### src/hw/rtl/atbl_pkg.sv
`default_nettype none
package atbl_pkg;

  localparam int unsigned NowW   = 32;
  localparam int unsigned RawW   = 16;
  localparam int unsigned SpeedW = 25;
  localparam int unsigned FiltW  = 24;
  localparam int unsigned CfgIdxW = 3;
  localparam int unsigned CfgDatW = 16;

  localparam logic [7:0] AlphaNum = 8'd218;
  localparam logic [7:0] AlphaRem = 8'd38;
  localparam logic [SpeedW-1:0] SpeedMax = 25'd23390000;
  localparam logic [SpeedW-1:0] SpeedAutoMin = 25'd835352;
  localparam logic [8:0] StillLsb = 9'd251;

  typedef enum logic [CfgIdxW-1:0] {
    REG_ALONG_BIAS   = 3'd0,
    REG_LATERAL_BIAS = 3'd1,
    REG_HAZARD_ON    = 3'd2,
    REG_MANUAL_TURN  = 3'd3,
    REG_TURN_THR     = 3'd4,
    REG_BRAKE_THR    = 3'd5,
    REG_BLINK_HALF   = 3'd6,
    REG_HOLD         = 3'd7
  } reg_idx_e;

  typedef enum logic [1:0] {
    TURN_OFF   = 2'd0,
    TURN_LEFT  = 2'd1,
    TURN_RIGHT = 2'd2,
    TURN_NONE  = 2'd3
  } turn_e;

  typedef enum logic [2:0] {
    ST_IDLE,
    ST_DIV,
    ST_FILT,
    ST_SPEED,
    ST_MAG,
    ST_OUT
  } state_e;

  typedef struct packed {
    logic [NowW-1:0]        now_ms;
    logic signed [RawW-1:0] accel_along_raw;
    logic signed [RawW-1:0] accel_lateral_raw;
    logic                   sample_valid;
  } in_word_t;

  typedef struct packed {
    logic                    turn_left;
    logic                    turn_right;
    logic                    tail_light;
    logic [SpeedW-1:0]       speed_estimate;
    logic signed [FiltW-1:0] along_filtered;
    logic signed [FiltW-1:0] lateral_filtered;
  } out_word_t;

  typedef struct packed {
    logic [CfgIdxW-1:0] idx;
    logic [CfgDatW-1:0] data;
  } cfg_word_t;

  // serial divider control
  typedef struct packed {
    logic start;
    logic busy;
    logic quot_lsb;
  } div_ctl_t;

endpackage
`default_nettype wire

### src/hw/rtl/atbl_smul.sv
`default_nettype none
// Shift-add signed multiplier: 4 multiplier bits per cycle.
module atbl_smul (
  input  wire logic               clk_i,
  input  wire logic               rst_ni,
  input  wire logic               start_i,
  input  wire logic signed [24:0] a_i,
  input  wire logic signed [24:0] b_i,
  output logic                    busy_o,
  output logic signed [49:0]      p_o
);
  import atbl_pkg::*;

  logic signed [49:0] acc_q, acc_d;
  logic signed [49:0] mcand_q, mcand_d;
  logic [27:0]        mplr_q, mplr_d;
  logic [2:0]         cnt_q, cnt_d;
  logic signed [49:0] part;

  always_comb begin
    acc_d   = acc_q;
    mcand_d = mcand_q;
    mplr_d  = mplr_q;
    cnt_d   = cnt_q;
    part    = '0;
    if (start_i) begin
      acc_d   = '0;
      mcand_d = 50'(a_i);
      mplr_d  = {{3{b_i[24]}}, b_i};
      cnt_d   = 3'd7;
    end else if (cnt_q != '0) begin
      // top bit of the top digit carries negative weight (two's complement)
      if (cnt_q == 3'd1) part = mcand_q * $signed({1'b0, mplr_q[2:0]}) - (mcand_q <<< 3)
                                * $signed({1'b0, mplr_q[3]});
      else part = mcand_q * $signed({1'b0, mplr_q[3:0]});
      acc_d   = acc_q + part;
      mcand_d = mcand_q <<< 4;
      mplr_d  = {4'b0, mplr_q[27:4]};
      cnt_d   = cnt_q - 3'd1;
    end
  end

  always_ff @(posedge clk_i or negedge rst_ni) begin
    if (!rst_ni) cnt_q <= '0;
    else cnt_q <= cnt_d;
  end

  always_ff @(posedge clk_i) begin
    acc_q   <= acc_d;
    mcand_q <= mcand_d;
    mplr_q  <= mplr_d;
  end

  assign busy_o = (cnt_q != '0);
  assign p_o    = acc_q;
endmodule
`default_nettype wire

### config.mk
export PLATFORM = sky130hd
export DESIGN_NAME = atbl_smul
export DESIGN_NICKNAME = d
export VERILOG_FILES = /design/src/hw/rtl/atbl_pkg.sv /design/src/hw/rtl/atbl_smul.sv
export SDC_FILE = /design/constraint.sdc
export NUM_CORES = 1
export LEC_CHECK = 0
export CORE_UTILIZATION = 62
export DETAILED_ROUTE_END_ITERATION = 10
export DONT_BUFFER_PORTS = 1
export PLACE_DENSITY = 0.85
export SYNTH_ARGS = -nofsm -noshare
export SYNTH_HDL_FRONTEND = slang
export SYNTH_SLANG_ARGS = --single-unit
export TNS_END_PERCENT = 50
### constraint.sdc
create_clock -name clk_i -period 8.7 [get_ports clk_i]
set_input_delay 0.435 -clock clk_i [delete_from_list [all_inputs] [get_ports clk_i]]
set_output_delay 0.435 -clock clk_i [all_outputs]
set_load 0.03 [all_outputs]
======== Word-level counts from Yosys, hierarchy flattened ========
Index checks and enable logic that the tools add are counted.
word-level totals
  output and inout bits ................... 51
  input port bits ......................... 53
  bits in registers ....................... 131
operators by class
  multiply operators ...................... 3
  $add $sub $neg .......................... 3
  eq/ne operators ......................... 1
  mux-type cells .......................... 9
  reduce and logical (&&, ||, !) cells .... 2
operator list
  operator               count
  $mux W50               5
  $mux W28               2
  $add A50 B50 Y50       1
  $mul A50 B4 Y50        1
  $mul A50 B5 Y50        1
  $sub A50 B50 Y50       1
  $mul A47 B2 Y47        1
  $mux W3                2
  $eq A3 B1 Y1 const B   1
  $reduce_bool A3 Y1     1
  $sub A3 B1 Y3 const B  1
  $reduce_bool A2 Y1     1

======== Depth between registers and ports, before layout ========
Gate-level depths: netlist of the first run.
  depth in word-level cells ............... 6
  gate-level depth with buffers ........... 33

======== Worst setup path before layout of the first run ========
OpenSTA, ideal clock, no wires.
  path type ............................... register to register
  start point ............................. register mplr_q[3]
  end point ............................... register acc_q[49] (netlist: p_o[49])
  setup slack ............................. 1.798 ns
  required time ........................... 8.577 ns
  arrival time ............................ 6.778 ns
  period minus slack after synthesis ...... 6.902 ns
  cell stages (with the launch flop) ...... 31
  library setup time ...................... 0.123 ns
  cells stage by stage .................... edfxtp_1 -> clkbuf_1 -> buf_1 -> nand2_1 -> ha_1 -> fa_1 -> inv_1 -> fa_1 -> inv_1 -> ha_1 -> a21o_1 -> a21o_1 -> a2111oi_0 -> nor3_1 -> nor2_1 -> o21ai_1 -> a21oi_1 -> xor2_1 -> o21ai_0 -> a211o_1 -> ha_1 -> clkbuf_1 -> a21oi_1 -> o21ai_0 -> nand2b_1 -> o211a_1 -> o21ai_1 -> a31oi_1 -> or3_1 -> mux2i_1 -> mux2_1
between the ends
  longest elaborated chain between the ends .. 6
  elaborated cells between the ends (all ways) .. 7
  classes of those cells .................. add/sub (2); mul (2); mux (3)
ends and longest elaborated chain
  what                      RTL line         text
  start: declaration        atbl_smul.sv:16  logic [27:0] mplr_q, mplr_d;
  start signal: assignment  atbl_smul.sv:51  mplr_q <= mplr_d;
  $mul A47 B2 Y47           atbl_smul.sv:34  * $signed({1'b0, mplr_q[3]});
  $sub A50 B50 Y50          atbl_smul.sv:33  if (cnt_q == 3'd1) part = mcand_q * $signed({1'b0, mplr_q[2:0]}) - (mcand_q <<< 3)
  $mux W50 *                atbl_smul.sv:33
  $mux W50 *                atbl_smul.sv:31  end else if (cnt_q != '0) begin
  $mux W50 *                atbl_smul.sv:26  if (start_i) begin
  $add A50 B50 Y50 *        atbl_smul.sv:36  acc_d = acc_q + part;
  end signal: assignment    atbl_smul.sv:49  acc_q <= acc_d;
  end: declaration          atbl_smul.sv:14  logic signed [49:0] acc_q, acc_d;
Every way passes the cells marked *; elsewhere a longest branch is shown, timed or not. The select of a mux whose other input is x is not followed.
A chain may end at the register's enable or synchronous reset.

======== Worst setup path in the final report of the first run ========
  start point ............................. register mplr_q[3]
  end point ............................... register acc_q[48] (netlist: p_o[48])
Same word-level chain as after synthesis.

==> results of run 1 <==
through the flow:
step | util (%) | cells | hold WS (ns) | instance area [um^2] | power [mW]
2_1_floorplan | - | 2587 | 0.139 | 21000 | 5.86
3_3_place_gp | 63.6 | 2949 | 0.140 | 21300 | 7.18
3_5_place_dp | 63.6 | 2949 | 0.140 | 21300 | 7.30
4_1_cts | 65.3 | 2982 | 0.0413 | 21800 | 8.08
5_1_grt | 65.3 | 2982 | 0.0476 | 21800 | 8.93
6_report | 65.3 | 2982 | 0.0668 | 21800 | 8.23
worst max-delay path by stage:
stage                          from      end  slack [ns]  cells after the start
after floorplan           mplr_q[3]  p_o[49]        1.80                     30
after CTS                 mplr_q[3]  p_o[48]        0.90                     27
after global routing      mplr_q[2]  p_o[48]        0.20                     27
after global placement    mplr_q[3]  p_o[48]        1.19                     27
final                     mplr_q[3]  p_o[48]        0.79                     27
after detailed placement  mplr_q[3]  p_o[48]        0.94                     27
per-layer routing:
metal,vias up,share of wire [%],wire length [um],GRT usage (%)
met1,8569,46,25500,46.2
met4,0,2.0,1100,9.38
li1,8422,-,-,-
met3,84,8.0,4400,6.89
met2,651,44,23900,50.0
met5,-,0,0,0
final cells by class:
type                       instances  area (um^2)
sequential                       128         3330
timing repair buffer              12         92.6
clock buffer                      18          429
inverter                         482         1810
fill                            2736        11600
multi-input combinational       1880        15500
clock inverter                    14          134
tap                              448          561
placed cells by master, fill, tap and decap left out, types with 6 or more instances in the layout:
master     instances
a211o_1            9
a211oi_1          25
a21o_1            92
a21oi_1          186
a221oi_1           6
a31oi_1           21
and2_1           130
and3_1            17
buf_4             11
clkbuf_16         17
dfxtp_1           50
edfxtp_1          75
fa_1             186
ha_1             248
inv_1            480
mux2_2            40
mux2i_1            7
nand2_1          297
nand2b_1          12
nand3_1           38
nand4_1           24
nor2_1            84
nor2b_1           14
nor3_1            22
o211ai_1          12
o21a_1            15
o21ai_0          100
o21ai_1           35
o21bai_1          22
o31ai_1            8
or4_1              6
xnor2_1           70
xor2_1            61
state kept, by name (all words and copies together) (netlist names):
signal / cells
cnt_q: 3
mcand_q: 50
mplr_q: 25
p_o: 50
power by group:
group | leakage [nW] | switching (mW) | internal [mW]
registers | 1.26 | 0.361 | 0.793
clock network | 0.266 | 0.334 | 0.398
logic | 9.95 | 3.84 | 2.50
total | 11.5 | 4.53 | 3.69
synthesized netlist by cell type, drive strengths merged (6+ instances only):
| cell type | count | area, um^2 |
|---|---|---|
| inv | 482 | 1810 |
| nand2 | 297 | 1110 |
| ha | 248 | 3100 |
| a21oi | 187 | 940 |
| fa | 186 | 3720 |
| o21ai | 136 | 684 |
| and2 | 130 | 813 |
| a21o | 92 | 691 |
| nor2 | 84 | 315 |
| clkbuf | 83 | 312 |
| edfxtp | 75 | 2250 |
| xnor2 | 70 | 613 |
| xor2 | 61 | 534 |
| dfxtp | 50 | 1000 |
| mux2 | 41 | 462 |
| nand3 | 38 | 190 |
| a211oi | 26 | 200 |
| nand4 | 24 | 150 |
| a31oi | 22 | 144 |
| nor3 | 22 | 110 |
| o21bai | 22 | 165 |
| and3 | 17 | 106 |
| nor2b | 16 | 100 |
| o21a | 15 | 113 |
| buf | 14 | 57.6 |
| nand2b | 13 | 81.3 |
| o211ai | 12 | 90.1 |
| o31ai | 10 | 85.1 |
| a211o | 9 | 78.8 |
| mux2i | 7 | 70.1 |
| a2111oi | 6 | 53.8 |
| a221oi | 6 | 52.6 |
| or4 | 6 | 45.0 |
kinds of logic after synthesis:
| kind of cell | share of synthesized area [%] |
|---|---|
| multiplexers | 2.53 |
| XOR/XNOR | 5.47 |
| flip-flops | 15.9 |
| AO/OA/AOI/OAI | 17.7 |
| adder cells (fa/ha/maj) | 32.5 |
| buffers and inverters | 10.4 |
| AND/OR/NAND/NOR | 15.6 |
==> impl_results.md, run 1 <==
* Flops & latches, synth at 128
* Max Clk Rate at 126 MHz
* RSZ-0062 raised after global routing: false
* # setup viols final at 0
* Critical path type: reg2reg
* Critical Path Max Stage Delay at 0.68 ns
* Worst-path fanout max at 47
* Die X at 186 um
* DRC at 0
* Largest net degree at the start of global routing at 126
* CP Data Arrival Time at 8.31 ns
* DR vias at 17700
* Post-synthesis sequential area ratio at 15.9%
* Total core area at 33400 um^2
* CTS Buffer Depth at 2
* CTS sink cnt at 128
* Worst Hold Class: in2reg
* Pre-CTS WS at 0.940 ns
* CP required at 9.10 ns
* Ys Warns at 0
* # resized after CTS at 0
* Hold path start: start_i
* RR Endpoint: p_o[48]
* Die H at 186 um
* Avg Vias per Cell at 5.94
* Max-slew violation count at 0
* Delay-heaviest family, CP: compound AO/OA/AOI/OAI gates
* Maximum Capacitance Violations at 0
* Clk root buf: clkbuf_16
* Crit. End Element: flip-flop
* Number of hold violations in the final report at 0
* Port bufs at 0
* Rows at 67
* Iteration-0 DRC Markers at 1621
* Post-synth cell types at 78
* Cells after synthesis at 2587
* WP buf/inv at 3
* Critical Path Source Type: flip-flop
* Starting density of the core at 62.7%
* Max_slew headroom at 29.5%
* Layout cell share with drive strength beyond 1 at 3.83%
* Final #Nets at 3008
* Routability Congestion at 0.975
* R2r setup slk at 0.79 ns
* P&R area growth vs syn at 4.12%
* First-pass GRT wire length at 88.0 mm
* Peak supply drop at 0.258 mV
* Avg WL per Cell at 18.4 um
* HPWL Detailed at 44.0 mm
* DRT antenna net count at 0
* CTS H-Tree Depth at 4
* Fin crit period at 7.91 ns
* Global route overflow at 0
* Ports at 104
* Drt pass-1 iters at 5
* Status: finished, final reports clean
* Async SR Flop Fraction at 2.34%
* # diodes at 0
* Die ar. at 34600 um^2
* Routed WL at 54.9 mm
* CTS tree: yes
* Worst Reg-to-Reg Cells at 27
* Clk_lat worst skew at 0.46 ns
* Post-Syn Area at 21000 um^2
* Worst-Margin Slew at 1.05 ns
* Tcrit/Tclk final at 90.9%
* Hold buffer count at CTS at 1
* Skew final at 0.0205 ns
* Hold-critical path depth at 1
* Clock-pin slew on the worst setup and hold paths at 0.07 ns
* Total Neg Setup Slack at 0 ns
* Slowest-stage cell, CP: a2111oi_0
* Main synth FF type: edfxtp_1
* Post-synth EDFFs at 75
* Setup bufs post-CTS at 0
* Leak pwr at 11.5 nW
* Number of global-route vias before repair at 17500
* R2r startpoint: mplr_q[3]
* TritonCTS buffer count at 17
* Synth Area per Inst at 8.11 um^2
* Fin worst setup slack at 0.789 ns
* Syn Nets at 3074
* Initial antenna violation count at 0
* Hold endpoint: p_o[32]
* Gr usage total at 32.6%
* Pwr Density at 377 nW/um^2
Note: power is estimated with default switching activity, not from simulation.
==> run 2, diff against run 1 <==
- MAX_ROUTING_LAYER: not set -> met4
==> run 2 against run 1 <==
  * Routed wire length increased by 0.92%
  * Core utilization increased by 0.24 points
  * Final cell count unchanged
  * Worst setup slack got worse by 0.15 ns
  * Final area increased by 0.37%
  * Fmax decreased by 1.9%
  * Via count increased by 0.65%
  * Critical path type unchanged
==> impl_results.md, run 2 (synthesis results as in run 1) <==
* Status: finished, final reports clean (unchanged)
* Commonest non-fill, non-tap cell in the layout: inv_1 (unchanged)
* # resized after CTS at 0 (unchanged)
* Post-layout util at 65.6% (was 65.3%)
* Rows at 67 (unchanged)
* HPWL Detailed at 44.2 mm (was 44.0 mm)
* CTS sink cnt at 128 (unchanged)
* Fillers at 2708 (was 2736)
* Hold buffer count at CTS at 1 (unchanged)
* Psw at 4.55 mW (was 4.53 mW)
* Drt pass-1 iters at 8 (was 5)
* Max Clk Rate at 124 MHz (was 126 MHz)
* First-pass GRT wire length at 88.5 mm (was 88.0 mm)
* DRC at 0 (unchanged)
* Critical Path Source Type: flip-flop (unchanged)
* Initial antenna violation count at 1 (was 0)
* Routed WL at 55.5 mm (was 54.9 mm)
* Clock-pin slew on the worst setup and hold paths at 0.07 ns (about the same)
* CTS H-Tree Depth at 4 (unchanged)
* Worst-path fanout max at 20 (was 47)
* P&R area growth vs syn at 4.51% (was 4.12%)
* # setup viols final at 0 (unchanged)
* Hold path start: start_i (unchanged)
* Maximum Capacitance Violations at 0 (unchanged)
* Avg Vias per Cell at 5.98 (was 5.94)
* Port bufs at 0 (unchanged)
* Routability Congestion at 1.06 (was 0.975)
* Critical path type: reg2reg (unchanged)
* Internal power at 3.80 mW (was 3.69 mW)
* Pwr Density at 381 nW/um^2 (was 377 nW/um^2)
* DRT antenna net count at 0 (unchanged)
* Crit. End Element: flip-flop (unchanged)
* Die H at 186 um (unchanged)
* Total Power at 8.35 mW (was 8.23 mW)
* Commonest cells after routing, fill and taps aside: inv_1, nand2_1, ha_1 (unchanged)
* Gr usage total at 33.7% (was 32.6%)
* Clk root buf: clkbuf_16 (unchanged)
* Starting density of the core at 62.7% (unchanged)
* Number of hold violations in the final report at 0 (unchanged)
* Die X at 186 um (unchanged)
* Met3 wire length at 5.07 mm (was 4.40 mm)
* RSZ-0062 raised after global routing: false (unchanged)
* Die ar. at 34600 um^2 (unchanged)
* Avg WL per Cell at 18.6 um (was 18.4 um)
* CP required at 9.05 ns (was 9.10 ns)
* Leak pwr at 11.5 nW (about the same)
* Clk pwr share at 9.9% (was 8.9%)
* Worst Hold Class: in2reg (unchanged)
* Setup bufs post-CTS at 0 (unchanged)
* Max-slew violation count at 0 (unchanged)
* Ports at 104 (unchanged)
* DR vias at 17800 (was 17700)
* CTS Buffer Depth at 2 (unchanged)
* CTS tree: yes (unchanged)
* Final #Nets at 3008 (unchanged)
* Largest net degree at the start of global routing at 126 (unchanged)
* Max Used Layer: met4 (unchanged)
* Comb pwr share at 76.3% (was 77.1%)
* CP Data Arrival Time at 8.41 ns (was 8.31 ns)
* Layout cell share with drive strength beyond 1 at 3.71% (was 3.83%)
* Clk_lat worst skew at 0.47 ns (was 0.46 ns)
* Total core area at 33400 um^2 (unchanged)
* Sw frac at 54.5% (was 55.1%)
* Sequential Power Share at 13.8% (was 14.0%)
* Global route overflow at 0 (unchanged)
* Max_slew headroom at 27.9% (was 29.5%)
* CP startpoint: mplr_q[3] (unchanged)
* R2r startpoint: mplr_q[3] (unchanged)
* Routed wl met2 at 23.9 mm (about the same)
* Worst-Margin Slew at 1.08 ns (was 1.05 ns)
* Fin crit period at 8.06 ns (was 7.91 ns)
* Number of global-route vias before repair at 17300 (was 17500)
* TritonCTS buffer count at 17 (unchanged)
* M1 wire length at 25.7 mm (was 25.5 mm)
* Peak supply drop at 0.235 mV (was 0.258 mV)
* Total Neg Setup Slack at 0 ns (unchanged)
* Tcrit/Tclk final at 92.7% (was 90.9%)
* Skew final at 0.0166 ns (was 0.0205 ns)
* Iteration-0 DRC Markers at 1606 (was 1621)
## run 2: path summary, 6_finish.rpt
path                             to  slack [ns]  depth (start not counted)
hold reg to reg            cnt_q[1]        0.49                          1
max in group asynchronous  cnt_q[0]        8.29                          1
min in group asynchronous  cnt_q[1]        0.24                          1
hold / removal              p_o[45]        0.08                          1
setup reg to reg            p_o[49]        0.64                         27
setup / recovery            p_o[49]        0.64                         27
## run 2: worst max-delay path, cell delays in order, from the launching register on
cell and delay (ns):
edfxtp_1 0.91, nand2_1 0.19, ha_1 0.35, inv_1 0.07
fa_1 0.51, fa_1 0.51, inv_1 0.07, fa_1 0.47
a21oi_1 0.18, o21ai_0 0.14, a2111oi_0 0.59, nor2_1 0.16
nor2_1 0.20, o21bai_1 0.11, a21oi_1 0.20, xor2_1 0.11
o21ai_0 0.51, ha_1 0.44, o21ai_0 0.12, nor2_1 0.08
nor4b_1 0.34, a21oi_1 0.22, o211a_1 0.31, o21ai_1 0.18
a31oi_1 0.13, or3_1 0.35, mux2i_1 0.15, mux2_1 0.33
## run 2: final cells by class
cell class                 count  area [um^2]  share of cell area [%]
clock inverter                12          209                   0.953
antenna                        1         2.50                  0.0114
tap                          448          561                    2.56
timing repair buffer          12         92.6                   0.422
sequential                   128         3330                    15.2
clock buffer                  19          433                    1.97
multi-input combinational   1880        15500                    70.7
inverter                     482         1810                    8.25
## run 2: per-layer routing
| layer | up-vias | GRT usage, % |
|---|---|---|
| li1 | 8432 | - |
| met1 | 8579 | 48.0 |
| met2 | 766 | 49.1 |
| met3 | 65 | 6.91 |
| met4 | 0 | 7.61 |
| met5 | - | - |
## run 2: power by group through the flow
stage               registers, mW  logic, mW  clock network, mW
finish                       1.15       6.37              0.831
CTS                          1.15       6.22              0.836
global route                 1.17       7.01              0.857
detailed placement           1.16       6.15                  0
global placement             1.16       6.05                  0
floorplan                    1.07       4.80                  0
## run 2: through the flow
| stage | hold slack [ns] | std cells | setup WS [ns] | area (um^2) |
|---|---|---|---|---|
| floorplan | 0.139 | 2587 | 1.80 | 21000 |
| global placement | 0.140 | 2949 | 1.22 | 21300 |
| detailed placement | 0.140 | 2949 | 0.898 | 21300 |
| CTS | 0.0519 | 2981 | 0.848 | 21900 |
| global route | 0.0583 | 2982 | 0.209 | 21900 |
| finish | 0.0830 | 2982 | 0.638 | 21900 |
