==> config.mk <==
export PLATFORM = sky130hd
export DESIGN_NAME = atbl_div
export DESIGN_NICKNAME = d
export VERILOG_FILES = /design/src/hw/rtl/atbl_pkg.sv /design/src/hw/rtl/atbl_div.sv
export SDC_FILE = /design/constraint.sdc
export NUM_CORES = 1
export LEC_CHECK = 0
export CAP_MARGIN = 40
export CORE_ASPECT_RATIO = 1.1
export CORE_MARGIN = 2
export CORE_UTILIZATION = 45
export DETAILED_ROUTE_END_ITERATION = 12
export DONT_BUFFER_PORTS = 1
export PLACE_DENSITY = 0.56
export SLEW_MARGIN = 40
export SYNTH_ARGS = -nofsm -noshare
export SYNTH_HDL_FRONTEND = slang
export SYNTH_SLANG_ARGS = --single-unit
==> constraint.sdc <==
create_clock -name clk_i -period 2.7 [get_ports clk_i]
set_clock_uncertainty 0.15 [all_clocks]
set_input_delay 0.27 -clock clk_i [delete_from_list [all_inputs] [get_ports clk_i]]
set_output_delay 0.27 -clock clk_i [all_outputs]
set_load 0.02 [all_outputs]
==> src/hw/rtl/atbl_pkg.sv <==
`default_nettype none
package atbl_pkg;

  localparam int unsigned NowW   = 32;
  localparam int unsigned RawW   = 16;
  localparam int unsigned SpeedW = 25;
  localparam int unsigned FiltW  = 24;
  localparam int unsigned CfgIdxW = 3;
  localparam int unsigned CfgDatW = 16;

  localparam logic [7:0] AlphaNum = 8'd218;
  localparam logic [7:0] AlphaRem = 8'd38;
  localparam logic [SpeedW-1:0] SpeedMax = 25'd23390000;
  localparam logic [SpeedW-1:0] SpeedAutoMin = 25'd835352;
  localparam logic [8:0] StillLsb = 9'd251;

  typedef enum logic [CfgIdxW-1:0] {
    REG_ALONG_BIAS   = 3'd0,
    REG_LATERAL_BIAS = 3'd1,
    REG_HAZARD_ON    = 3'd2,
    REG_MANUAL_TURN  = 3'd3,
    REG_TURN_THR     = 3'd4,
    REG_BRAKE_THR    = 3'd5,
    REG_BLINK_HALF   = 3'd6,
    REG_HOLD         = 3'd7
  } reg_idx_e;

  typedef enum logic [1:0] {
    TURN_OFF   = 2'd0,
    TURN_LEFT  = 2'd1,
    TURN_RIGHT = 2'd2,
    TURN_NONE  = 2'd3
  } turn_e;

  typedef enum logic [2:0] {
    ST_IDLE,
    ST_DIV,
    ST_FILT,
    ST_SPEED,
    ST_MAG,
    ST_OUT
  } state_e;

  typedef struct packed {
    logic [NowW-1:0]        now_ms;
    logic signed [RawW-1:0] accel_along_raw;
    logic signed [RawW-1:0] accel_lateral_raw;
    logic                   sample_valid;
  } in_word_t;

  typedef struct packed {
    logic                    turn_left;
    logic                    turn_right;
    logic                    tail_light;
    logic [SpeedW-1:0]       speed_estimate;
    logic signed [FiltW-1:0] along_filtered;
    logic signed [FiltW-1:0] lateral_filtered;
  } out_word_t;

  typedef struct packed {
    logic [CfgIdxW-1:0] idx;
    logic [CfgDatW-1:0] data;
  } cfg_word_t;

  // serial divider control
  typedef struct packed {
    logic start;
    logic busy;
    logic quot_lsb;
  } div_ctl_t;

endpackage
`default_nettype wire

==> src/hw/rtl/atbl_div.sv <==
`default_nettype none
// Restoring bit-serial divider: one quotient bit per cycle, only the LSB is kept.
module atbl_div (
  input  wire logic        clk_i,
  input  wire logic        rst_ni,
  input  wire logic        start_i,
  input  wire logic [31:0] dividend_i,
  input  wire logic [15:0] divisor_i,
  output atbl_pkg::div_ctl_t ctl_o
);
  import atbl_pkg::*;

  logic [31:0] num_q, num_d;
  logic [16:0] rem_q, rem_d;
  logic [15:0] den_q, den_d;
  logic [5:0]  cnt_q, cnt_d;
  logic        qb_q, qb_d;
  logic [16:0] trial;
  logic [17:0] diff;

  always_comb begin
    num_d = num_q;
    rem_d = rem_q;
    den_d = den_q;
    cnt_d = cnt_q;
    qb_d  = qb_q;
    trial = {rem_q[15:0], num_q[31]};
    diff  = {1'b0, trial} - {2'b00, den_q};
    if (start_i) begin
      num_d = dividend_i;
      rem_d = '0;
      den_d = (divisor_i == '0) ? 16'd1 : divisor_i;
      cnt_d = 6'd32;
    end else if (cnt_q != '0) begin
      num_d = {num_q[30:0], 1'b0};
      cnt_d = cnt_q - 6'd1;
      if (!diff[17]) begin
        rem_d = diff[16:0];
        qb_d  = 1'b1;
      end else begin
        rem_d = trial;
        qb_d  = 1'b0;
      end
    end
  end

  always_ff @(posedge clk_i or negedge rst_ni) begin
    if (!rst_ni) begin
      cnt_q <= '0;
      qb_q  <= 1'b0;
    end else begin
      cnt_q <= cnt_d;
      qb_q  <= qb_d;
    end
  end

  always_ff @(posedge clk_i) begin
    num_q <= num_d;
    rem_q <= rem_d;
    den_q <= den_d;
  end

  assign ctl_o.start    = start_i;
  assign ctl_o.busy     = (cnt_q != '0);
  assign ctl_o.quot_lsb = qb_q;
endmodule
`default_nettype wire

# Word-level counts from Yosys, hierarchy flattened
# Cells that the tools add are included.
[word_totals] regBits=71 input_bits=51 out_inout_bits=3 word_cells=18
[classes] add_sub_neg=2 n_mux=6 bitwise_logic=1 reduce_logical=4
[ops] operator="$mux W32" count=2
[ops] operator="$sub A17 B16 Y18" count=1
[ops] operator="$logic_not A16 Y1" count=1
[ops] operator="$mux W16" count=1
[ops] operator="$mux W6" count=2
[ops] operator="$reduce_bool A6 Y1" count=1
[ops] operator="$sub A6 B1 Y6 const B" count=1
[ops] operator="$reduce_and A2 Y1" count=1
[ops] operator="$reduce_bool A2 Y1" count=1
[ops] operator="$mux W1" count=1
[ops] operator="$not A1 Y1" count=1

# Logic depth before layout (Yosys ltp)
# Gate-level depths: netlist of run 1.
[depth] depth_word=3 depth_mapped=11 ltp_nobuf=10

# Worst setup path after synthesis of run 1
# OpenSTA, ideal clock, no wires.
[synth_timing] path_kind="register -> register" from="register num_q[31]" to="register rem_q[10]" setup_time_ns=0.086 t_arrival_ns=2.147 required_time_ns=2.464 path_slack_ns=0.318 path_stages_with_launch=11 n_path_buf=0 period_less_slack_ns=2.382 path_cell_list="edfxtp_1 -> inv_1 -> ha_1 -> inv_1 -> fa_1 -> a211oi_1 -> o21ai_0 -> a31oi_1 -> xnor2_1 -> mux2i_1 -> a211oi_1"
[synth_between] elab_chain_len=2
[synth_rtl] element="start: declaration" line_no="atbl_div.sv:13" source="logic [31:0] num_q, num_d;"
[synth_rtl] element="start signal: assignment" line_no="atbl_div.sv:58" source="num_q <= num_d;"
[synth_rtl] element="$sub A17 B16 Y18" line_no="atbl_div.sv:28" source="diff = {1'b0, trial} - {2'b00, den_q};"
[synth_rtl] element="$mux W16" line_no="atbl_div.sv:37" source="if (!diff[17]) begin"
[synth_rtl] element="end signal: assignment" line_no="atbl_div.sv:59" source="rem_q <= rem_d;"
[synth_rtl] element="end: declaration" line_no="atbl_div.sv:14" source="logic [16:0] rem_q, rem_d;"
# Every way passes these cells.
# A chain may end at the register's enable or synchronous reset.

# Worst setup path in the final report of run 1
[layout_timing] from="register num_q[31]" to="register rem_q[8]"
# The elaborated chain is that of the path after synthesis.

==> metrics, run 1 <==
Seq/Total Area, Yosys 0.5074; reg-to-reg critical path endpoint rem_q[8]; Hold Violations, Final 0; Initial Util 0.4588; DR pass1 iterations 4; RR Startpoint num_q[31]; die area 9237 sq um; critical path endpoint category register; CTS H-Tree Depth 3; Slew @ Worst Pin 0.5564 ns; pwr dens 837.5 nW/um^2; main area contributors after synthesis edfxtp_1 (38%), mux2_2 (9.1%), dfxtp_1 (8.4%), ha_1 (5.6%), dfrtp_1 (4.6%); Slew HR 0.6278; reg-to-reg slack, setup 0.15 ns; status finished clean; Yosys warning count 0; WS Path Type reg2reg; via count 2,627; predominant post-synthesis flop cell edfxtp_1; IO Count 54; crit path capture rem_q[8]; Max FO, Critical Path 3; first-pass GRT wire length 13.29 mm; FFs w/ async S/R, synth 0.09859; worst skew pair latency 0.36 ns; hpwl dp 5.193 mm; leakage 1.879 nW; area of the core 8320 sq um; worst vdd ir 0.4129 mV; Startpoint Class register; via density per instance 5.307; Synth top area share 0.3776; Final Slew Violations 0; CTS max path bufs 2; HP Class in2async; post-synth top area cell edfxtp_1; fin crit period 2.546 ns; WP data required 2.80 ns; total power 3.888 mW; cts bufs inserted 9; CTS root buf clkbuf_8; Sink Count 71; vias in the first global route 2,712; WL per Instance 16.04 microns; Die Width 91.82 microns; GR Util All Layers 0.1854; R2R cell count 11; synth unique cells 58; share of layout cells above drive strength 1 0.1875; Critical Path AT 2.64 ns; Die Span Y 100.6 microns; fmax 0.3928 GHz; CTS tree built; initial antenna violation count 0; synthesized flop and latch total 71; port bufs 0; overall routed net length 7.939 mm; n_diodes 0; FP Rows 35; syn avg cell area 11.33 sq um; Place WS 0.05125 ns; Synth Instances 337; final setup fails 0; EDFF count, synth 48; fin crit share 0.9428; RSZ-0062 raised after global routing false; Residual DRC 0; Min Hold Slack 0.09545 ns; largest net degree at the start of global routing 57; clock slew at reported path FFs 0.09 ns; synthesized cell area 3817 sq um; end-of-flow core utilization 0.5579; beginning of the critical path num_q[31]; nets 448; post-synth net total 406; Max-Cap Viols 0; Area Growth Syn to Fin 21.60%; Congestion Overflow GR 0; RD Place Congestion 0.8377; final worst slack 0.1544 ns; post-detailed-route count of antenna-violating nets 0; drt first-iter violations 105; Setup Total Neg Slack 0 ns
-- flip-flops by register name, indices dropped and copies added (netlist names) --
name / count
qb_q: 1
den_q: 16
num_q: 32
cnt_q: 6
rem_q: 16
-- per-layer routing --
metal,up-vias,track usage,wire (microns)
met5,-,0,0
met3,8,0.05086,438
met4,0,0.07348,108
li1,1314,-,-
met1,1240,0.2464,3697
met2,65,0.2902,3694
-- final cells by class --
class | instances | area, sq um
Clock buffer | 9 | 123.9
Clock inverter | 7 | 72.57
Fill cell | 727 | 3679
Inverter | 21 | 78.83
Multi-Input combinational cell | 216 | 1683
Sequential cell | 71 | 1937
Tap cell | 111 | 138.9
Timing Repair Buffer | 60 | 608.1
-- timing repair --
item	CTS	global route
resized for setup	0	3
endpoints found under the setup margin	0	5
setup buffers	0	0
endpoints found under the hold margin	88	0
hold buffers	51	0
-- cell usage in the layout, fill, tap and decap left out, types with 8 or more instances in the layout --
master and n:
dfxtp_1 16, ha_1 16, buf_4 8, inv_1 21, clkbuf_8 9, nand2_1 20
a211oi_1 9, mux2_2 31, edfxtp_1 48, dlygate4sd3_1 50, o21ai_0 13, a21oi_1 11
nor2_1 23
-- report_power, final --
| part | total, mW | internal (mW) | switching (mW) |
|---|---|---|---|
| logic | 1.45 | 0.713 | 0.737 |
| clock network | 0.862 | 0.428 | 0.434 |
| registers | 1.57 | 1.43 | 0.141 |
| total | 3.89 | 2.58 | 1.31 |
-- worst max-delay path: stages (launching register included) --
cell      delay, ns
edfxtp_1       0.39
inv_1          0.07
ha_1           0.15
inv_1          0.05
fa_1           0.43
a211oi_2       0.25
o21ai_0        0.21
buf_4          0.19
a21o_1         0.15
a21oi_1        0.17
xor2_1         0.16
o21ai_0        0.08
-- how the worst min path moves through the flow --
stage | startpoint | depth (start not counted) | to | slack, ns
CTS | rst_ni | 1 | qb_q | 0.09
finish | rst_ni | 1 | qb_q | 0.1
global placement | rst_ni | 0 | cnt_q[0] | -0.18
floorplan | rst_ni | 0 | cnt_q[0] | -0.18
global route | rst_ni | 1 | cnt_q[3] | 0.10
detailed placement | rst_ni | 0 | cnt_q[0] | -0.18
-- per-stage QoR --
stage / instance area, sq um / cells
finish: 4642 / 495
global route: 4642 / 495
CTS: 4628 / 495
detailed placement: 3904 / 428
global placement: 3904 / 428
floorplan: 3817 / 337
-- cells by family after synthesis --
kind of cell               Yosys count  share of synthesized area
xor gates and xnor gates            11                    0.02524
buffers and inverters               50                    0.05539
adders and majority gates           18                    0.06096
muxes                               38                     0.1098
AOI/OAI and AO/OA                   73                     0.1432
and+or+nand+nor                     76                    0.09800
DFF                                 71                     0.5074
-- cell usage after synthesis, drive strengths merged, types with 2 or more instances --
library cell and number:
nand3b 3, or2 4, buf 7, o21a 3, nor4 3, dfrtp 7, nand2 20, nor2 23
dfxtp 16, and2 2, a21oi 12, inv 21, a32oi 5, clkbuf 22, nor2b 3, a211o 2
edfxtp 48, a31o 2, a31oi 2, a21o 7, nand2b 4, o2111ai 2, xnor2 7, mux2i 7
ha 17, nor3 5, a311oi 5, mux2 31, xor2 4, and3 2, a211oi 13, o21ai 13
No activity file was read; power rests on OpenSTA's default activity.
==> run 2, diff against run 1 <==
--- a/config.mk
+++ b/config.mk
@@ -5,13 +5,12 @@
 export SDC_FILE = /design/constraint.sdc
 export NUM_CORES = 1
 export LEC_CHECK = 0
-export CAP_MARGIN = 40
-export CORE_ASPECT_RATIO = 1.1
+export CAP_MARGIN = 20
+export CORE_ASPECT_RATIO = 0.7
 export CORE_MARGIN = 2
 export CORE_UTILIZATION = 45
 export DETAILED_ROUTE_END_ITERATION = 12
 export DONT_BUFFER_PORTS = 1
-export PLACE_DENSITY = 0.56
 export SLEW_MARGIN = 40
 export SYNTH_ARGS = -nofsm -noshare
 export SYNTH_HDL_FRONTEND = slang
==> run 2 against run 1 <==
Compared with the run above:
- sequential power about the same
- die area increased by 0.12%
- largest power group unchanged
- highest routed layer unchanged
- combinational power decreased by 4%
- setup slack improved by 0.0077 ns
- hold slack got worse by 0.090 ns
- cell count decreased by 5.5%
- sequential share of layout area increased by 1.0 points
- via count decreased by 1.9%
- largest cell class unchanged
==> metrics, run 2 (same netlist as run 1, synthesis figures left out) <==
Reg with most FFs num_q (unchanged); max reg flops 32 (unchanged); Reg power frac 0.373 (was 0.405); total power 4.220 mW (was 3.888 mW); Finished Cell Area 4531 sq um (was 4642 sq um); beginning of the critical path den_q[14] (was num_q[31]); cts bufs inserted 9 (unchanged); drt first-iter violations 163 (was 105); final worst slack 0.1621 ns (was 0.1544 ns); Place WS 0.04394 ns (was 0.05125 ns); Die Width 114.1 microns (was 91.82 microns); overall routed net length 7.569 mm (was 7.939 mm); Critical Path AT 2.59 ns (was 2.64 ns); Slew HR 0.7221 (was 0.6278); combinational share of power 0.330 (was 0.373); switching power 1.317 mW (was 1.313 mW); RD Place Congestion 0.8134 (was 0.8377); critical path endpoint category register (unchanged); Sink Count 71 (unchanged); fill cell count 749 (was 727); fmax 0.3940 GHz (was 0.3928 GHz); die area 9248 sq um (was 9237 sq um); Non-Filler Instances 468 (was 495); CTS H-Tree Depth 3 (unchanged); post-CTS setup buffers 0 (unchanged); Initial Util 0.4578 (was 0.4588); Setup Total Neg Slack 0 ns (unchanged); top flop regs num_q (32), den_q (16), rem_q (16) (unchanged); Area Growth Syn to Fin 18.68% (was 21.60%); nets 427 (was 448); clock power share 0.297 (was 0.222); share of layout cells above drive strength 1 0.2011 (was 0.1875); n_diodes 0 (unchanged); DR pass1 iterations 4 (unchanged); placed cell count 422 (was 428); final setup fails 0 (unchanged); Max FO, Critical Path 10 (was 3); hpwl dp 4.910 mm (was 5.193 mm); placed instance area 3884 sq um (was 3904 sq um); CTS root buf clkbuf_16 (was clkbuf_8); fin crit share 0.9399 (was 0.9428); pwr dens 931.5 nW/um^2 (was 837.5 nW/um^2); IO Count 54 (unchanged); most frequent cells in the layout edfxtp_1 (48), mux2_2 (31), dlygate4sd3_1 (29), nor2_1 (23), inv_1 (21) (was dlygate4sd3_1 (50), edfxtp_1 (48), mux2_2 (31), nor2_1 (23), inv_1 (21)); commonest non-fill, non-tap cell in the layout edfxtp_1 (was dlygate4sd3_1); Final Slew Violations 0 (unchanged); leakage 1.832 nW (was 1.879 nW); post-detailed-route count of antenna-violating nets 0 (unchanged); end-of-flow core utilization 0.5434 (was 0.5579); GR Util All Layers 0.1697 (was 0.1854); Die Span Y 81.06 microns (was 100.6 microns); Residual DRC 0 (unchanged); Max-Cap Viols 0 (unchanged); WP data required 2.75 ns (was 2.80 ns); area of the core 8338 sq um (was 8320 sq um); WL per Instance 16.17 microns (was 16.04 microns); Hold Startpoint dividend_i[4]; Startpoint Class register (unchanged); Hold Violations, Final 0 (unchanged); Int Power 2.903 mW (was 2.575 mW); Min Hold Slack 0.005588 ns (was 0.09545 ns); via density per instance 5.509 (was 5.307); clock slew at reported path FFs 0.06 ns (was 0.09 ns); worst skew pair latency 0.33 ns (was 0.36 ns); RR Startpoint den_q[14] (was num_q[31]); fin crit period 2.538 ns (was 2.546 ns); initial antenna violation count 0 (unchanged); vias in the first global route 2,437 (was 2,712); WHS Path Cells 1; HP Class in2reg (was in2async); FP Rows 28 (was 35); status finished clean (unchanged); Congestion Overflow GR 0 (unchanged); CTS tree built (unchanged); largest net degree at the start of global routing 37 (was 57); via count 2,578 (was 2,627); switching share of power 0.3120 (was 0.3376); port bufs 0 (unchanged); R2R cell count 9 (was 11); worst vdd ir 0.5430 mV (was 0.4129 mV); WS Path Type reg2reg (unchanged); Slew @ Worst Pin 0.4130 ns (was 0.5564 ns); first-pass GRT wire length 11.87 mm (was 13.29 mm); CTS max path bufs 2 (unchanged)
-- run 2: what timing repair did --
item | in CTS | in global routing
resized for setup | 0 | 5
setup endpoints to repair | 0 | 5
endpoints found under the hold margin | 63 | 4
hold buffers | 26 | 4
-- run 2: power by group through the flow --
stage                     sequential [mW]  combinational, mW  clock (mW)
after global routing                 1.60               1.55        1.32
after floorplan                      1.55               1.11           0
after detailed placement             1.59               1.31           0
after global placement               1.59               1.29           0
after CTS                            1.57               1.37        1.28
final                                1.57               1.39        1.25
-- run 2: layout make-up --
class | instances | area (sq um) | area share
flip-flops and latches | 71 | 1937 | 0.4275
clock inverters | 6 | 85.08 | 0.01878
well taps | 105 | 131.4 | 0.02900
repair buffers | 39 | 377.9 | 0.08340
clock buffers | 10 | 229.0 | 0.05054
multi-input cells | 216 | 1692 | 0.3734
inverters | 21 | 78.83 | 0.01740
-- run 2: per-layer routing --
layer  vias up  GRT usage  wire length (microns)
met5         -          0                      0
met4         0    0.05122                     98
met3        12    0.05448                    404
met2        54     0.2530                   3329
met1      1242     0.2368                   3737
li1       1270          -                      -
-- run 2: critical path, stage by stage, from the launching register on --
cell and delay, ns:
edfxtp_1 0.36, inv_1 0.10, ha_2 0.31, a21o_1 0.21, a211oi_2 0.25, o21ai_0 0.19, a211oi_2 0.23, buf_4 0.25
mux2i_1 0.25, a211oi_1 0.10
-- run 2: worst paths after layout --
kind | slack, ns | endpoint
setup / recovery | 0.16 | rem_q[5]
hold / removal | 0.006 | num_q[4]
setup reg to reg | 0.16 | rem_q[5]
hold reg to reg | 0.35 | rem_q[13]
max in group asynchronous | 2.04 | cnt_q[1]
min in group asynchronous | 0.12 | qb_q
==> run 3, diff against run 2 <==
--- a/config.mk
+++ b/config.mk
@@ -11,6 +11,7 @@
 export CORE_UTILIZATION = 45
 export DETAILED_ROUTE_END_ITERATION = 12
 export DONT_BUFFER_PORTS = 1
+export GPL_TIMING_DRIVEN = 0
 export SLEW_MARGIN = 40
 export SYNTH_ARGS = -nofsm -noshare
 export SYNTH_HDL_FRONTEND = slang
==> run 3 against run 2 <==
Compared with the run above:
- die area unchanged
- first-iteration DRC count increased by 13%
- highest routed layer unchanged
- largest power group unchanged
- combinational power grew 5%
==> metrics, run 3 (same netlist as run 1, synthesis figures left out) <==
area of the core 8338 sq um (unchanged); FP Rows 28 (unchanged); worst vdd ir 0.4335 mV (was 0.5430 mV); register area 1937 sq um (unchanged); Global Route met3 Usage 0.05970 (was 0.05448); Residual DRC 0 (unchanged); CP peak stage delay 0.37 ns (was 0.36 ns); fill cell count 678 (was 749); status finished clean (unchanged); cts bufs inserted 9 (unchanged); HP Class in2reg (unchanged); max reg flops 32 (unchanged); Die Span Y 81.06 microns (unchanged); post-detailed-route count of antenna-violating nets 0 (unchanged); Finished Cell Area 4736 sq um (was 4531 sq um); CTS tree built (unchanged); worst skew pair latency 0.34 ns (was 0.33 ns); Max-Cap Viols 0 (unchanged); Final Slew Violations 0 (unchanged); CTS max path bufs 2 (unchanged); routing usage on met1 0.2617 (was 0.2368); RD Place Congestion 0.9413 (was 0.8134); final worst slack 0.1212 ns (was 0.1621 ns); placed instance area 3949 sq um (was 3884 sq um); fin crit period 2.579 ns (was 2.538 ns); n_diodes 0 (unchanged); area of the multi-input gates 1693 sq um (was 1692 sq um); critical path endpoint category register (unchanged); hpwl dp 5.423 mm (was 4.910 mm); top flop regs num_q (32), den_q (16), rem_q (16) (unchanged); leakage 1.910 nW (was 1.832 nW); pwr dens 914.3 nW/um^2 (was 931.5 nW/um^2); Place WS -0.1936 ns (was 0.04394 ns); clock slew at reported path FFs 0.06 ns (about the same); Area Growth Syn to Fin 24.06% (was 18.68%); WL per Instance 16.25 microns (was 16.17 microns); Initial Util 0.4578 (unchanged); DR pass1 iterations 4 (unchanged); GR Util All Layers 0.1865 (was 0.1697); Slew HR 0.5120 (was 0.7221); Critical-path top delay cell ha_1 (was edfxtp_1); fmax 0.3878 GHz (was 0.3940 GHz); Max FO, Critical Path 10 (unchanged); Startpoint Class register (unchanged); IO Count 54 (unchanged); Critical Path AT 2.67 ns (was 2.59 ns); vias in the first global route 2,629 (was 2,437); CTS H-Tree Depth 3 (unchanged); most frequent cells in the layout edfxtp_1 (48), dlygate4sd3_1 (43), mux2_2 (31), clkbuf_1 (23), nor2_1 (23) (was edfxtp_1 (48), mux2_2 (31), dlygate4sd3_1 (29), nor2_1 (23), inv_1 (21)); Setup Total Neg Slack 0 ns (unchanged); fin crit share 0.9551 (was 0.9399); Slew @ Worst Pin 0.7297 ns (was 0.4130 ns); largest net degree at the start of global routing 33 (was 37); Hold Violations, Final 0 (unchanged); CTS root buf clkbuf_16 (unchanged); drt first-iter violations 185 (was 163); Congestion Overflow GR 0 (unchanged); GR Util met2 0.2720 (was 0.2530); overall routed net length 8.157 mm (was 7.569 mm); commonest non-fill, non-tap cell in the layout edfxtp_1 (unchanged); busiest grt layer met2 (unchanged); die area 9248 sq um (unchanged); via count 2,642 (was 2,578); Die Width 114.1 microns (unchanged); WS Path Type reg2reg (unchanged); via density per instance 5.263 (was 5.509); share of layout cells above drive strength 1 0.1763 (was 0.2011); first-pass GRT wire length 12.98 mm (was 11.87 mm); port bufs 0 (unchanged); initial antenna violation count 0 (unchanged); Reg with most FFs num_q (unchanged); final setup fails 0 (unchanged); nets 461 (was 427); Cell Chain, Critical Path ha_1 > a21o_1 > a211oi_2 > o21ai_0 > a211oi_2 > buf_6 > buf_6 > nand2_1 > a311oi_1 (was inv_1 > ha_2 > a21o_1 > a211oi_2 > o21ai_0 > a211oi_2 > buf_4 > mux2i_1 > a211oi_1); WP data required 2.79 ns (was 2.75 ns); Sink Count 71 (unchanged)
run 3: cell types whose count changed in the layout (fill, tap and decap cells not counted), sizes merged:
cell | previous run | this run
clkbuf | 10 | 33
dlygate4sd3 | 29 | 43
buf | 10 | 7
clkinv | 3 | 0
inv | 21 | 23
clkinvlp | 1 | 2
run 3: where the power goes:
part	total, mW	internal (mW)	switching, mW	leakage (nW)
combinational	1.46	0.682	0.778	1.04
sequential	1.59	1.44	0.149	0.715
clock	1.28	0.815	0.469	0.150
run 3: cell type report:
type | count | area share
buffer | 29 | 0.02827
clock buffer | 10 | 0.04835
clock inverter | 6 | 0.01955
inverter | 21 | 0.01717
multi-input combinational | 216 | 0.3575
sequential | 71 | 0.4090
tap | 105 | 0.02774
timing repair buffer | 44 | 0.09247
run 3: metal layers:
metal	up-vias	part of all wire	wire, microns
met3	4	0.060	492
li1	1342	-	-
met2	62	0.44	3594
met5	-	0	0
met1	1234	0.50	4041
met4	0	0.0036	29
run 3: worst paths after layout:
path | startpoint | end | slack, ns | depth (start not counted)
max | rem_q[13] | rem_q[13] | 0.12 | 9
max in group asynchronous | rst_ni | cnt_q[1] | 2.02 | 1
min in group asynchronous | rst_ni | qb_q | 0.12 | 1
min reg2reg | qb_q | qb_q | 0.37 | 2
min | dividend_i[20] | num_q[20] | 0.01 | 1
max reg2reg | rem_q[13] | rem_q[13] | 0.12 | 9
run 3: per-stage QoR:
stage,instances,power (mW),hold WS (ns),utilization
after global placement,442,2.922,-0.1753,0.4736
after detailed placement,442,2.946,-0.1753,0.4736
final,502,4.330,0.01187,0.5680
after global routing,502,4.586,0.00006167,0.5680
after CTS,501,4.317,0.001186,0.5651
after floorplan,337,2.657,-0.1756,-
run 3: critical path: cells and delay by family, from the launching register on:
kind / cells / cell delay (ns)
AOI/OAI and AO/OA: 5 / 1.18
buffers and inverters: 2 / 0.38
adders and majority gates: 1 / 0.37
DFF: 1 / 0.34
and+or+nand+nor: 1 / 0.07
run 3: timing repair:
action | 4_1_cts | 5_1_grt
hold endpoints to repair | 64 | 0
hold buffers | 43 | 0
setup buffers | 0 | 1
pin swaps | 1 | 3
endpoints found under the setup margin | 4 | 37
resized for setup | 2 | 6
